File: config.mk
export PLATFORM = sky130hd
export DESIGN_NAME = ncc_result_queue
export DESIGN_NICKNAME = d
export VERILOG_FILES = /design/src/design/ncc_pkg.sv /design/src/design/ncc_result_queue.sv
export SDC_FILE = /design/constraint.sdc
export NUM_CORES = 1
export LEC_CHECK = 0
export ABC_CLOCK_PERIOD_IN_PS = 29800
export BUFFER_PORTS_ARGS = -buffer_cell sky130_fd_sc_hd__buf_2
export CAP_MARGIN = 30
export CORE_MARGIN = 3
export CORE_UTILIZATION = 40
export DETAILED_ROUTE_END_ITERATION = 8
export HOLD_SLACK_MARGIN = 0.05
export SLEW_MARGIN = 20
export SYNTH_ARGS = -nofsm -noshare
export SYNTH_HDL_FRONTEND = slang
export SYNTH_SLANG_ARGS = --single-unit
File: constraint.sdc
create_clock -name clock -period 29.8 [get_ports clock]
set_input_delay 5.96 -clock clock [delete_from_list [all_inputs] [get_ports clock]]
set_output_delay 5.96 -clock clock [all_outputs]
set_load 0.02 [all_outputs]
File: src/design/ncc_pkg.sv
`timescale 1ns / 1ps

package ncc_pkg;

   localparam int VECTOR_LEN  = 3780;
   localparam int NUM_CLASSES = 3;
   localparam int ROWS        = 3;

   localparam int VAL_W   = 16;
   localparam int IDX_W   = 12;
   localparam int CLS_W   = 2;
   localparam int SQ_W    = 2 * VAL_W;
   localparam int SUM_W   = 44;
   localparam int ADDR_W  = (VECTOR_LEN > 1) ? $clog2(VECTOR_LEN) : 1;

   localparam int QUEUE_DEPTH = 8;
   localparam int QPTR_W      = $clog2(QUEUE_DEPTH);
   localparam int QCNT_W      = QPTR_W + 1;

   localparam logic [SUM_W-1:0] SUM_MAX = {SUM_W{1'b1}};

   localparam logic OP_WRITE   = 1'b0;
   localparam logic OP_FEATURE = 1'b1;

   localparam logic [CLS_W-1:0] CLASS_0 = 2'd0;
   localparam logic [CLS_W-1:0] CLASS_1 = 2'd1;
   localparam logic [CLS_W-1:0] CLASS_2 = 2'd2;

   typedef struct packed {
      logic              valid;
      logic              hit;
      logic              last;
      logic [VAL_W-1:0]  value;
   } feat_type;

   typedef struct packed {
      logic [CLS_W-1:0]                class_index;
      logic [ROWS-1:0][SUM_W-1:0]      sums;
   } result_type;

endpackage

File: src/design/ncc_result_queue.sv
`timescale 1ns / 1ps

module ncc_result_queue (
   input  logic                 clock,
   input  logic                 reset,
   input  logic                 push,
   input  ncc_pkg::result_type  push_data,
   input  logic                 pop,
   output logic                 head_valid,
   output ncc_pkg::result_type  head
);

   ncc_pkg::result_type          entry_ff [ncc_pkg::QUEUE_DEPTH];
   logic [ncc_pkg::QPTR_W-1:0]   wr_ptr_ff, wr_ptr_in;
   logic [ncc_pkg::QPTR_W-1:0]   rd_ptr_ff, rd_ptr_in;
   logic [ncc_pkg::QCNT_W-1:0]   count_ff, count_in;

   always_comb begin
      wr_ptr_in = wr_ptr_ff;
      rd_ptr_in = rd_ptr_ff;
      count_in  = count_ff;
      if (push) begin
         wr_ptr_in = wr_ptr_ff + 1'b1;
      end
      if (pop) begin
         rd_ptr_in = rd_ptr_ff + 1'b1;
      end
      if (push && !pop) begin
         count_in = count_ff + 1'b1;
      end else if (pop && !push) begin
         count_in = count_ff - 1'b1;
      end
   end

   always_ff @(posedge clock) begin
      if (reset) begin
         wr_ptr_ff <= '0;
         rd_ptr_ff <= '0;
         count_ff  <= '0;
      end else begin
         wr_ptr_ff <= wr_ptr_in;
         rd_ptr_ff <= rd_ptr_in;
         count_ff  <= count_in;
      end
   end

   always_ff @(posedge clock) begin
      if (push) begin
         entry_ff[wr_ptr_ff] <= push_data;
      end
   end

   assign head_valid = (count_ff != '0);
   assign head       = entry_ff[rd_ptr_ff];

endmodule

# Yosys cells after proc, flatten, opt, wreduce, memory -nomap -nowiden
# Memories as Yosys holds them, arrays and structs flattened. A register that Yosys moved wholly into a read port is not among the register bits.
# Index checks and enable logic that the tools add are counted.
[op_classes]
add_sub_neg = 4
reduce_logical = 6
mux = 6
[op_table]
columns = ["cell", "n"]
rows = [
  ["two-way mux 4 bit", 2],
  ["adder 3 x 1 -> 3 bit (second input constant)", 2],
  ["two-way mux 3 bit", 2],
  ["adder 4 x 1 -> 4 bit (second input constant)", 1],
  ["nonzero test 4 bit", 1],
  ["subtractor 4 x 1 -> 4 bit (second input constant)", 1],
  ["logical AND 1 bit", 2],
  ["zero test 1 bit", 2],
  ["two-way mux 1 bit", 2],
  ["nonzero test 2 bit", 1],
]
[word_totals]
n_memories = 1
register_bits = 10
inputBits = 138
mem_bits_rw = 1072
[mem_list]
columns = ["memory", "depth", "width", "rd", "rd_clocked_by_memory_dff", "write_ports", "line", "rtl"]
rows = [
  ["entry_ff", 8, 134, 1, 1, 1, "ncc_result_queue.sv:13", "ncc_pkg::result_type entry_ff [ncc_pkg::QUEUE_DEPTH];"],
]

# Logic depth before layout (Yosys ltp)
[depth]
word_depth = 4
ltp_mapped = 8
ltp_nobuf = 8

# Worst setup path after synthesis
# Ideal clock, no wire load.
[synth_timing]
path_kind = "input -> register"
start = "input push"
end = "memory entry_ff[0][0] in the netlist's numbering (enable)"
setup_slack_ns = 13.912
required_time_ns = 29.008
setup_time_ns = 0.792
t_arrival_ns = 15.096
stages = 2
n_path_buf = 0
cell_sequence = "nand2b_1 > nor3_1"
[synth_between]
elab_chain_cells = 2
[synth_rtl]
columns = ["item", "line", "rtl"]
rows = [
  ["from (decl)", "ncc_result_queue.sv:6", "input logic push,"],
  ["two-way mux 1 bit", "ncc_result_queue.sv:48", "if (push) begin"],
  ["two-way mux 1 bit (not written as such)", "ncc_result_queue.sv:49", "entry_ff[wr_ptr_ff] <= push_data;"],
  ["to (decl)", "ncc_result_queue.sv:13", ""],
]
# Every way passes these cells.

==> out/qor.yml <==
outcome:
  outcome: "completed"
cts:
  insertion_delay_ns: 0.67
  clockBufferDepth: 3
  cts_hold_buf: 0
  cts_tree: "yes"
  ctsHtreeMaxLevel: 3
  cts_resized: 0
  cts_setup_buffers: 0
  clk_pin_slew_worst_paths_ns: 0.06
  cts_root_buf: "clkbuf_16"
  cts_sinks: 1085
  tritoncts.num_buffers: 112
sta:
  min_period_over_period: 0.349
  rsz0062_at_grt: "no"
  layout_min_cycle_time_ns: 10.41
  worstMarginPinSlew_ns: 0.967
  setup-tns-final_ns: 0
  relSlewSlack: 0.355
  final_max_slew_viol_count: 0
  hold_viol: 0
  finClkSkew_ns: 0.0223
  max_freq_mhz: 96.1
  setup_viol: 0
final_layout:
  fin_util: 0.473
  multi_input_area_sq_um: 8170
  seq_area_sq_um: 32500
  stdcell_count: 3418
  syn_to_final_growth_pct: 16.2
  n_fill_cell: 8285
  drive_gt1_frac: 0.396
  fin_nets: 2103
worst_hold_path:
  hp-class: "reg2reg"
  hold_depth: 2
floorplan:
  start_util: 0.407
  io-pin-count: 273
  die_y_um: 327
  design.die.area_sq_um: 107000
  core_area_sq_um: 101000
  rows: 116
  fp.dieW_um: 327
power:
  p_seq_frac: 0.508
  switchingPower_uw: 732
  vdd_ir_drop_max_mv: 0.0496
  comb_power_share: 0.085
  pwr-share-clk: 0.407
  internal_power_uw: 2680
  leakagePower_uw: 0.0152
  sw_frac_of_total: 0.214
  power_density_nw_per_um2: 71.4
logic_synthesis:
  synth_edf_count: 1072
  synth_top_area_cell: "edfxtp_1"
  synth_warnings: 0
  synth_top_area_frac: 0.783
  ys_types: 28
  synth_ff_type: "edfxtp_1"
  synth_async_sr_flop_share: 0
  yosysSeqAreaShare: 0.789
  syn_nets: 1761
  syn_area_sq_um: 41100
  syn_avg_cell_area_sq_um: 25.4
  postSynthCellCount: 1617
  synthTopCellsByArea: "edfxtp_1 78%, mux4_2 11%, mux4_1 4.0%"
  synth.ff_latch_count: 1085
placed_design:
  port_buffers: 272
  dp_hpwl_mm: 43.9
  dp_cells: 3199
  gp_congestion: 0.687
setup_path:
  reg2reg_slack_ns: 26.57
  critPathLaunchType: "register"
  reg2reg_depth: 4
  cp_data_arrival_time_ns: 4.45
  crit_fanout: 43
  crit_required_ns: 23.84
  worstSetupPathType: "reg2out"
  end_kind: "output port"
detailed_routing:
  drc: 0
  drt-initial-drc-count: 1319
  routedWlPerCell_um: 24.3
  wirelength_mm: 83.2
  drtPass1Iterations: 5
  ant_nets: 0
  vias: 17819
  vias_per_cell: 5.21
global_routing:
  grt-ovfl-total: 0
  grt_max_degree: 120
  grt_pass1_vias: 19411
  grt_pass1_wl_mm: 125
  grt_antenna_before_repair: 15
  grt.total_usage: 0.157
run:
  max_cap_viol_count: 0
## cell type report
class,count,area share
sequential,1085,0.679
antenna,7,0.000367
tap,1357,0.0355
clock buffer,144,0.0625
timing repair buffer,305,0.0362
multi-input combinational,453,0.171
clock inverter,65,0.0148
inverter,2,0.000157
## logic make-up after synthesis
| group | count (synthesis) | share of synthesized area |
|---|---|---|
| AO/OA/AOI/OAI | 4 | 0.000578 |
| multiplexers | 406 | 0.190 |
| buffers and inverters | 79 | 0.0133 |
| adder cells (fa/ha/maj) | 6 | 0.00201 |
| AND/OR/NAND/NOR | 31 | 0.00326 |
| flip-flops | 1085 | 0.789 |
| XOR/XNOR | 6 | 0.00128 |
## stage by stage
step / power [uW] / instance area, sq um / setup WS [ns] / hold WS (ns)
floorplan: 1970 / 41100 / 13.91 / 0.482
global placement: 2050 / 44000 / 19.14 / 0.499
detailed placement: 2060 / 44000 / 19.07 / 0.519
CTS: 3460 / 47700 / 18.31 / 0.533
global route: 3540 / 47800 / 19.02 / 0.577
finish: 3410 / 47800 / 19.39 / 0.528
## placed cells by master (no fill, tap or decap), drive strengths merged, types with 2 or more instances in the layout
cell      synthesis  layout
nand2b            3       3
mux2            135     135
nor2             19      19
clkbuf           22     144
xor2              3       3
inv               2       6
mux4            268     268
ha                5       5
bufinv            0      15
dfxtp            13      13
clkinvlp          0       6
edfxtp         1072    1072
diode             0       7
mux2i             3       3
a21oi             2       2
nand2             4       4
clkinv            0      40
xnor2             3       3
nor3              2       2
buf              53     305
## registers in the layout, summed over array words and instances, names as in the netlist, named ones only
signal     flops
wr_ptr_ff      3
count_ff       4
entry_ff    1072
rd_ptr_ff      3
## cells in the mapped netlist (4+ instances only)
master,number
buf_1,7
buf_2,19
buf_6,23
clkbuf_1,22
dfxtp_1,13
edfxtp_1,1072
ha_1,5
mux2_2,135
mux4_1,62
mux4_2,206
nand2_1,4
nor2_1,19
## worst paths after layout
kind,start,to
worst max-delay path,register,head[105]
worst min-delay path,rd_ptr_ff[2],rd_ptr_ff[2]
worst max register to register,wr_ptr_ff[0],entry_ff[1][95]
worst min register to register,rd_ptr_ff[2],rd_ptr_ff[2]
## critical path, stage by stage (launching register included)
cell and delay [ns]:
dfxtp_4 0.78, buf_4 0.41, buf_4 0.73, buf_4 0.42, buf_16 0.30, mux4_1 0.60
mux2_2 0.27, buf_2 0.16
## power groups by stage
| stage | combinational, uW | clock [uW] | sequential (uW) |
|---|---|---|---|
| 2_1_floorplan | 201 | 0 | 1770 |
| 3_3_place_gp | 289 | 0 | 1760 |
| 3_5_place_dp | 293 | 0 | 1770 |
| 4_1_cts | 294 | 1430 | 1730 |
| 5_1_grt | 311 | 1490 | 1740 |
| 6_report | 289 | 1390 | 1730 |
## per-layer routing
metal | up-vias | track usage | part of all wire
li1 | 7739 | - | -
met1 | 9574 | 0.207 | 0.43
met2 | 359 | 0.263 | 0.50
met3 | 133 | 0.0377 | 0.050
met4 | 14 | 0.0390 | 0.020
met5 | - | 0 | 0.0011
Note: power is estimated with default switching activity, not from simulation.
