==> src/design/ncc_pkg.sv <==
`timescale 1ns / 1ps

package ncc_pkg;

   localparam int VECTOR_LEN  = 3780;
   localparam int NUM_CLASSES = 3;
   localparam int ROWS        = 3;

   localparam int VAL_W   = 16;
   localparam int IDX_W   = 12;
   localparam int CLS_W   = 2;
   localparam int SQ_W    = 2 * VAL_W;
   localparam int SUM_W   = 44;
   localparam int ADDR_W  = (VECTOR_LEN > 1) ? $clog2(VECTOR_LEN) : 1;

   localparam int QUEUE_DEPTH = 8;
   localparam int QPTR_W      = $clog2(QUEUE_DEPTH);
   localparam int QCNT_W      = QPTR_W + 1;

   localparam logic [SUM_W-1:0] SUM_MAX = {SUM_W{1'b1}};

   localparam logic OP_WRITE   = 1'b0;
   localparam logic OP_FEATURE = 1'b1;

   localparam logic [CLS_W-1:0] CLASS_0 = 2'd0;
   localparam logic [CLS_W-1:0] CLASS_1 = 2'd1;
   localparam logic [CLS_W-1:0] CLASS_2 = 2'd2;

   typedef struct packed {
      logic              valid;
      logic              hit;
      logic              last;
      logic [VAL_W-1:0]  value;
   } feat_type;

   typedef struct packed {
      logic [CLS_W-1:0]                class_index;
      logic [ROWS-1:0][SUM_W-1:0]      sums;
   } result_type;

endpackage

==> src/design/ncc_distance_pipe.sv <==
`timescale 1ns / 1ps

module ncc_distance_pipe (
   input  logic                                          clock,
   input  logic                                          reset,
   input  ncc_pkg::feat_type                             feat,
   input  logic [ncc_pkg::ROWS-1:0][ncc_pkg::VAL_W-1:0]  cent,
   output logic                                          res_valid,
   output ncc_pkg::result_type                           res
);

   ncc_pkg::feat_type s1_ff;

   logic                                          s2_valid_ff, s2_hit_ff, s2_last_ff;
   logic [ncc_pkg::ROWS-1:0][ncc_pkg::VAL_W-1:0]  diff_in, diff_ff;

   logic                                          s3_valid_ff, s3_hit_ff, s3_last_ff;
   logic [ncc_pkg::ROWS-1:0][ncc_pkg::SQ_W-1:0]   sq_in, sq_ff;

   logic [ncc_pkg::ROWS-1:0][ncc_pkg::SUM_W-1:0]  sum_ff, sum_in, acc;
   logic                                          s4_valid_ff;
   logic [ncc_pkg::ROWS-1:0][ncc_pkg::SUM_W-1:0]  dist_ff;

   logic lt10, lt20, lt21;

   // stage 1 lines up with the memory read data
   always_ff @(posedge clock) begin
      if (reset) begin
         s1_ff.valid <= 1'b0;
      end else begin
         s1_ff.valid <= feat.valid;
      end
      s1_ff.hit   <= feat.hit;
      s1_ff.last  <= feat.last;
      s1_ff.value <= feat.value;
   end

   // absolute difference
   always_comb begin
      for (int r = 0; r < ncc_pkg::ROWS; r++) begin
         if (s1_ff.value >= cent[r]) begin
            diff_in[r] = s1_ff.value - cent[r];
         end else begin
            diff_in[r] = cent[r] - s1_ff.value;
         end
      end
   end

   always_ff @(posedge clock) begin
      if (reset) begin
         s2_valid_ff <= 1'b0;
      end else begin
         s2_valid_ff <= s1_ff.valid;
      end
      s2_hit_ff  <= s1_ff.hit;
      s2_last_ff <= s1_ff.last;
      diff_ff    <= diff_in;
   end

   // square
   always_comb begin
      for (int r = 0; r < ncc_pkg::ROWS; r++) begin
         sq_in[r] = ncc_pkg::SQ_W'(diff_ff[r]) * ncc_pkg::SQ_W'(diff_ff[r]);
      end
   end

   always_ff @(posedge clock) begin
      if (reset) begin
         s3_valid_ff <= 1'b0;
      end else begin
         s3_valid_ff <= s2_valid_ff;
      end
      s3_hit_ff  <= s2_hit_ff;
      s3_last_ff <= s2_last_ff;
      sq_ff      <= sq_in;
   end

   // saturating accumulate, inactive rows stay at zero
   always_comb begin
      logic [ncc_pkg::SUM_W:0] wide;
      for (int r = 0; r < ncc_pkg::ROWS; r++) begin
         wide = {1'b0, sum_ff[r]} + (ncc_pkg::SUM_W + 1)'(sq_ff[r]);
         if (s3_valid_ff && s3_hit_ff && (r < ncc_pkg::NUM_CLASSES)) begin
            acc[r] = wide[ncc_pkg::SUM_W] ? ncc_pkg::SUM_MAX : wide[ncc_pkg::SUM_W-1:0];
         end else begin
            acc[r] = sum_ff[r];
         end
      end
      if (s3_valid_ff && s3_last_ff) begin
         sum_in = '0;
      end else begin
         sum_in = acc;
      end
   end

   always_ff @(posedge clock) begin
      if (reset) begin
         sum_ff      <= '0;
         s4_valid_ff <= 1'b0;
      end else begin
         sum_ff      <= sum_in;
         s4_valid_ff <= s3_valid_ff && s3_last_ff;
      end
      dist_ff <= acc;
   end

   // nearest class, lower index wins a tie
   assign lt10 = dist_ff[1] < dist_ff[0];
   assign lt20 = (ncc_pkg::NUM_CLASSES > 2) && (dist_ff[2] < dist_ff[0]);
   assign lt21 = (ncc_pkg::NUM_CLASSES > 2) && (dist_ff[2] < dist_ff[1]);

   always_comb begin
      res.sums = dist_ff;
      if (lt10) begin
         res.class_index = lt21 ? ncc_pkg::CLASS_2 : ncc_pkg::CLASS_1;
      end else begin
         res.class_index = lt20 ? ncc_pkg::CLASS_2 : ncc_pkg::CLASS_0;
      end
   end

   assign res_valid = s4_valid_ff;

endmodule

==> config.mk <==
export PLATFORM = sky130hd
export DESIGN_NAME = ncc_distance_pipe
export DESIGN_NICKNAME = d
export VERILOG_FILES = /design/src/design/ncc_pkg.sv /design/src/design/ncc_distance_pipe.sv
export SDC_FILE = /design/constraint.sdc
export NUM_CORES = 2
export LEC_CHECK = 0
export ABC_CLOCK_PERIOD_IN_PS = 8100
export BUFFER_PORTS_ARGS = -buffer_cell sky130_fd_sc_hd__buf_2
export CAP_MARGIN = 20
export CELL_PAD_IN_SITES_DETAIL_PLACEMENT = 1
export CELL_PAD_IN_SITES_GLOBAL_PLACEMENT = 1
export CORE_MARGIN = 5
export CORE_UTILIZATION = 50
export DETAILED_ROUTE_END_ITERATION = 16
export HOLD_SLACK_MARGIN = 0.05
export PLACE_DENSITY_LB_ADDON = 0.3
export RECOVER_POWER = 25
export SETUP_SLACK_MARGIN = 0.1
export SLEW_MARGIN = 10
export SYNTH_ARGS = -nofsm -noshare
export SYNTH_HDL_FRONTEND = slang
export SYNTH_SLANG_ARGS = --single-unit
==> constraint.sdc <==
create_clock -name clock -period 8.1 [get_ports clock]
set_input_delay 2.43 -clock clock [delete_from_list [all_inputs] [get_ports clock]]
set_output_delay 2.43 -clock clock [all_outputs]
set_load 0.005 [all_outputs]
; ---- Word-level counts from Yosys, hierarchy flattened
; Cells that the tools add are included.
[word_totals]
ff_bits = 434
in_bits = 69
[op_classes]
add_sub_neg = 9
multipliers = 3
order_cmp = 6
muxes = 12
n_reduce_logical = 3
[op_table]
columns = operator, count
row1 = 44-bit two-way mux, 6
row2 = 44-bit by 32-bit adder with 45-bit output, 3
row3 = 44-bit less-than comparator, 3
row4 = 16-bit by 16-bit multiplier with 32-bit output, 3
row5 = 16-bit subtractor, 6
row6 = 16-bit greater-or-equal comparator, 3
row7 = 16-bit two-way mux, 3
row8 = 2-bit two-way mux, 3
row9 = 1-bit logical AND, 2
row10 = 2-bit OR reduction, 1

; ---- Depth between registers and ports, before layout
[logic_depth]
depth_word = 3
mapped_depth = 25

; ---- Worst setup path after synthesis
; OpenSTA, ideal clock, no wires.
[synth_timing]
path_type = flip-flop to flip-flop
start = register diff_ff[46] (netlist name)
end = register sq_ff[95] (netlist name)
setup_time_ns = 0.118
t_arrival_ns = 6.233
path_slack_ns = 1.749
path_stages_with_launch = 23
path_buffers = 2
period_less_slack_ns = 6.351
cell_sequence = dfxtp_1 > clkbuf_1 > clkbuf_1 > nand2_1 > fa_1 > fa_1 > inv_1 > fa_1 > fa_1 > fa_1 > inv_1 > fa_1 > inv_1 > ha_1 > a21o_1 > a211oi_1 > nor3b_1 > a211oi_1 > o211a_1 > o41a_1 > a21o_1 > a31o_2 > xnor2_1
[synth_rtl]
columns = element, line
row1 = start: declaration, ncc_distance_pipe.sv:15  ; logic [ncc_pkg::ROWS-1:0][ncc_pkg::VAL_W-1:0] diff_in, diff_ff;
row2 = start signal: assignment, ncc_distance_pipe.sv:57  ; diff_ff <= diff_in;
row3 = end signal: assignment, ncc_distance_pipe.sv:75  ; sq_ff <= sq_in;
row4 = end: declaration, ncc_distance_pipe.sv:18  ; logic [ncc_pkg::ROWS-1:0][ncc_pkg::SQ_W-1:0] sq_in, sq_ff;

==> out/results.txt <==
Status = finished with violations
Violated checks = max-capacitance violations, max-slew violations
CP required = 8610 ps
Area growth, synth to finish = 7.75%
Nets@finish = 6523
Max Slew Vio Count = 53
Main synth FF type = dfxtp_1
Mapped Nets = 6404
Routed Wire Length = 141000 um
Longest Clk Path Bufs = 3
FMAX = 0.141 GHz
First-pass GRT wire length = 223000 um
DR vias/cell = 5.63
Commonest non-fill, non-tap cell in the layout = inv_1
DP HPWL = 116000 um
H-tree levels = 2
Antenna-violating nets left = 0
Tcrit/Tclk final = 87.5%
Pre-CTS setup slack = 1120 ps
Synthesized area = 45900 um2
Async S/R FF share, synth = 0%
FP Rows = 111
Initial antenna violation count = 1
Synth warn = 0
Hold buffers post-CTS = 0
Syn Inst Count = 5221
WL/cell = 21.4 um
Seq/Total Area, Yosys = 18.8%
Clk pin slew, worst setup/hold paths = 60 ps
Final non-filler cell total = 6565
Total CTS buffers = 49
Type of the worst setup path = reg -> reg
Fin area = 49400 um2
CP endpoint kind = register
Final setup vio count = 0
GRT Total Usage = 28.3%
CP Max Fanout = 15
TritonRoute pass-1 iters = 5
Setup skew after layout = 28.1 ps
Setup bufs post-CTS = 0
Crit start category = register
CTS resizes = 0
Inst Count DP = 6475
Final RePlAce weighted congestion = 0.924
Slew HR = -104%
Mean Syn Cell Area = 8.79 um2
Total congestion overflow = 0
Chip Height = 313 um
Initial DRC count = 2032
Width of the die = 313 um
Largest net degree at the start of global routing = 75
Initial Utilization = 50.2%
Antenna Cells = 0
# IOs = 204
Final setup TNS = 0 ps
WP data arrival = 7590 ps
Vias in the first global route = 40308
Worst Tran Pin Value = 3060 ps
Die Area = 97900 um2
Minimum clock period = 7090 ps
Setup ws final = 1010 ps
Commonest cells after routing, fill and taps aside = 956 x inv_1, 621 x ha_1, 493 x fa_1
DRC = 0
Worst hold path class = reg -> reg
Share of post-route cells with drive strength above 1 = 6.38%
Seq cells post-synth = 431
Register area = 8630 um2
CTS tree = yes
Worst-Skew Late Latency = 640 ps
Max Cap Violations = 1
Clk root buf = clkbuf_16
Fin. Hold Viols = 0
Total core area = 91400 um2
Fill count = 10840
Clock Sinks = 431
Vias = 36953
Port bufs = 203
Unrepaired setup endpoints after global routing = no
Post-synth cell types = 94
Dpl cell area = 47900 um2
Post-synth EDFFs = 0
Multi-input logic area = 33000 um2
## critical path, cell delays in order, from the launching register on
cell and delay (ps):
dfxtp_1 740, inv_1 240, nor2_1 210, ha_1 290, xor2_1 190, fa_1 550, inv_1 50, fa_1 500
fa_1 510, fa_1 580, inv_1 60, fa_1 480, inv_1 50, ha_1 340, a21o_1 180, a211oi_1 300
nor3b_1 300, a211oi_1 140, o211a_1 240, o41a_1 430, a21o_1 230, a31o_2 240, xnor2_1 110
## Yosys cell counts (10+ instances only)
cell / instances / area, um2
a2111oi_0: 12 / 105
and3_1: 43 / 269
or3_1: 23 / 144
xor2_1: 85 / 744
o21ai_0: 135 / 676
nand2_1: 407 / 1530
and2_1: 185 / 1160
fa_1: 493 / 9870
a31o_2: 10 / 87.6
inv_1: 956 / 3590
o21a_1: 31 / 233
xnor2_1: 151 / 1320
mux2i_1: 39 / 390
a21boi_0: 14 / 105
nand3_1: 54 / 270
a211o_1: 14 / 123
a21o_1: 156 / 1170
o31ai_1: 16 / 120
buf_2: 15 / 75.1
ha_1: 621 / 7770
nor3_1: 94 / 470
nand4_1: 39 / 244
dfxtp_1: 431 / 8630
a311oi_1: 11 / 96.3
or2_2: 20 / 125
o21bai_1: 28 / 210
a211oi_1: 44 / 330
a21oi_1: 327 / 1640
o22a_1: 19 / 166
clkbuf_1: 120 / 450
a31oi_1: 63 / 394
nand2b_1: 40 / 250
nor2_1: 278 / 1040
o21ai_1: 10 / 50.1
and4_1: 20 / 175
o211ai_1: 17 / 128
nor2b_1: 41 / 257
## through the flow
step / hold WS [ps] / utilization [%]
after floorplan: 310 / -
after detailed placement: 315 / 52.4
final: 329 / 54.1
after global placement: 315 / 52.4
after CTS: 328 / 54.2
after global routing: 333 / 54.1
## layout make-up
cell class	instances	area share, %
sequential	431	17.4
timing repair buffer	213	2.16
clock inverter	20	0.483
clock buffer	70	2.84
tap	1186	3.00
inverter	956	7.26
multi-input combinational	3689	66.8
## cell families (layout without fill, tap and decap cells)
| kind of cell | after synthesis | after routing | synth area share, % |
|---|---|---|---|
| AO/OA/AOI/OAI | 1011 | 1011 | 14.5 |
| XOR/XNOR | 236 | 236 | 4.50 |
| adder cells (fa/ha/maj) | 1114 | 1114 | 38.4 |
| buffers and inverters | 1101 | 1259 | 9.14 |
| flip-flops | 431 | 431 | 18.8 |
| multiplexers | 48 | 48 | 1.07 |
| AND/OR/NAND/NOR | 1280 | 1280 | 13.5 |
## routing by layer
layer  vias to the layer above  part of all wire (%)  global-route usage, %
li1                      17379                     -                      -
met1                     18592                    45                   37.6
met2                       759                    48                   48.2
met3                       221                   3.8                   2.97
met4                         2                   4.0                   9.98
met5                         -                0.0092                      0
## worst paths after layout
| path | from | end | slack, ps | cells past startpoint |
|---|---|---|---|---|
| worst min register to register | s2_last_ff | s3_last_ff | 330 | 0 |
| worst max register to register | diff_ff[45] | sq_ff[95] | 1010 | 22 |
| worst max-delay path | diff_ff[45] | sq_ff[95] | 1010 | 22 |
| worst min-delay path | s2_last_ff | s3_last_ff | 330 | 0 |
## sequential cells by signal, indices dropped and copies added, names as in the netlist, 19 cells and up
name,flops
res,132
sq_ff,93
diff_ff,48
sum_ff,132
s1_ff,19
Power is left out: the tool's default activity adds up to more than one toggle a clock period on the data nets, which glitch-free logic cannot reach.
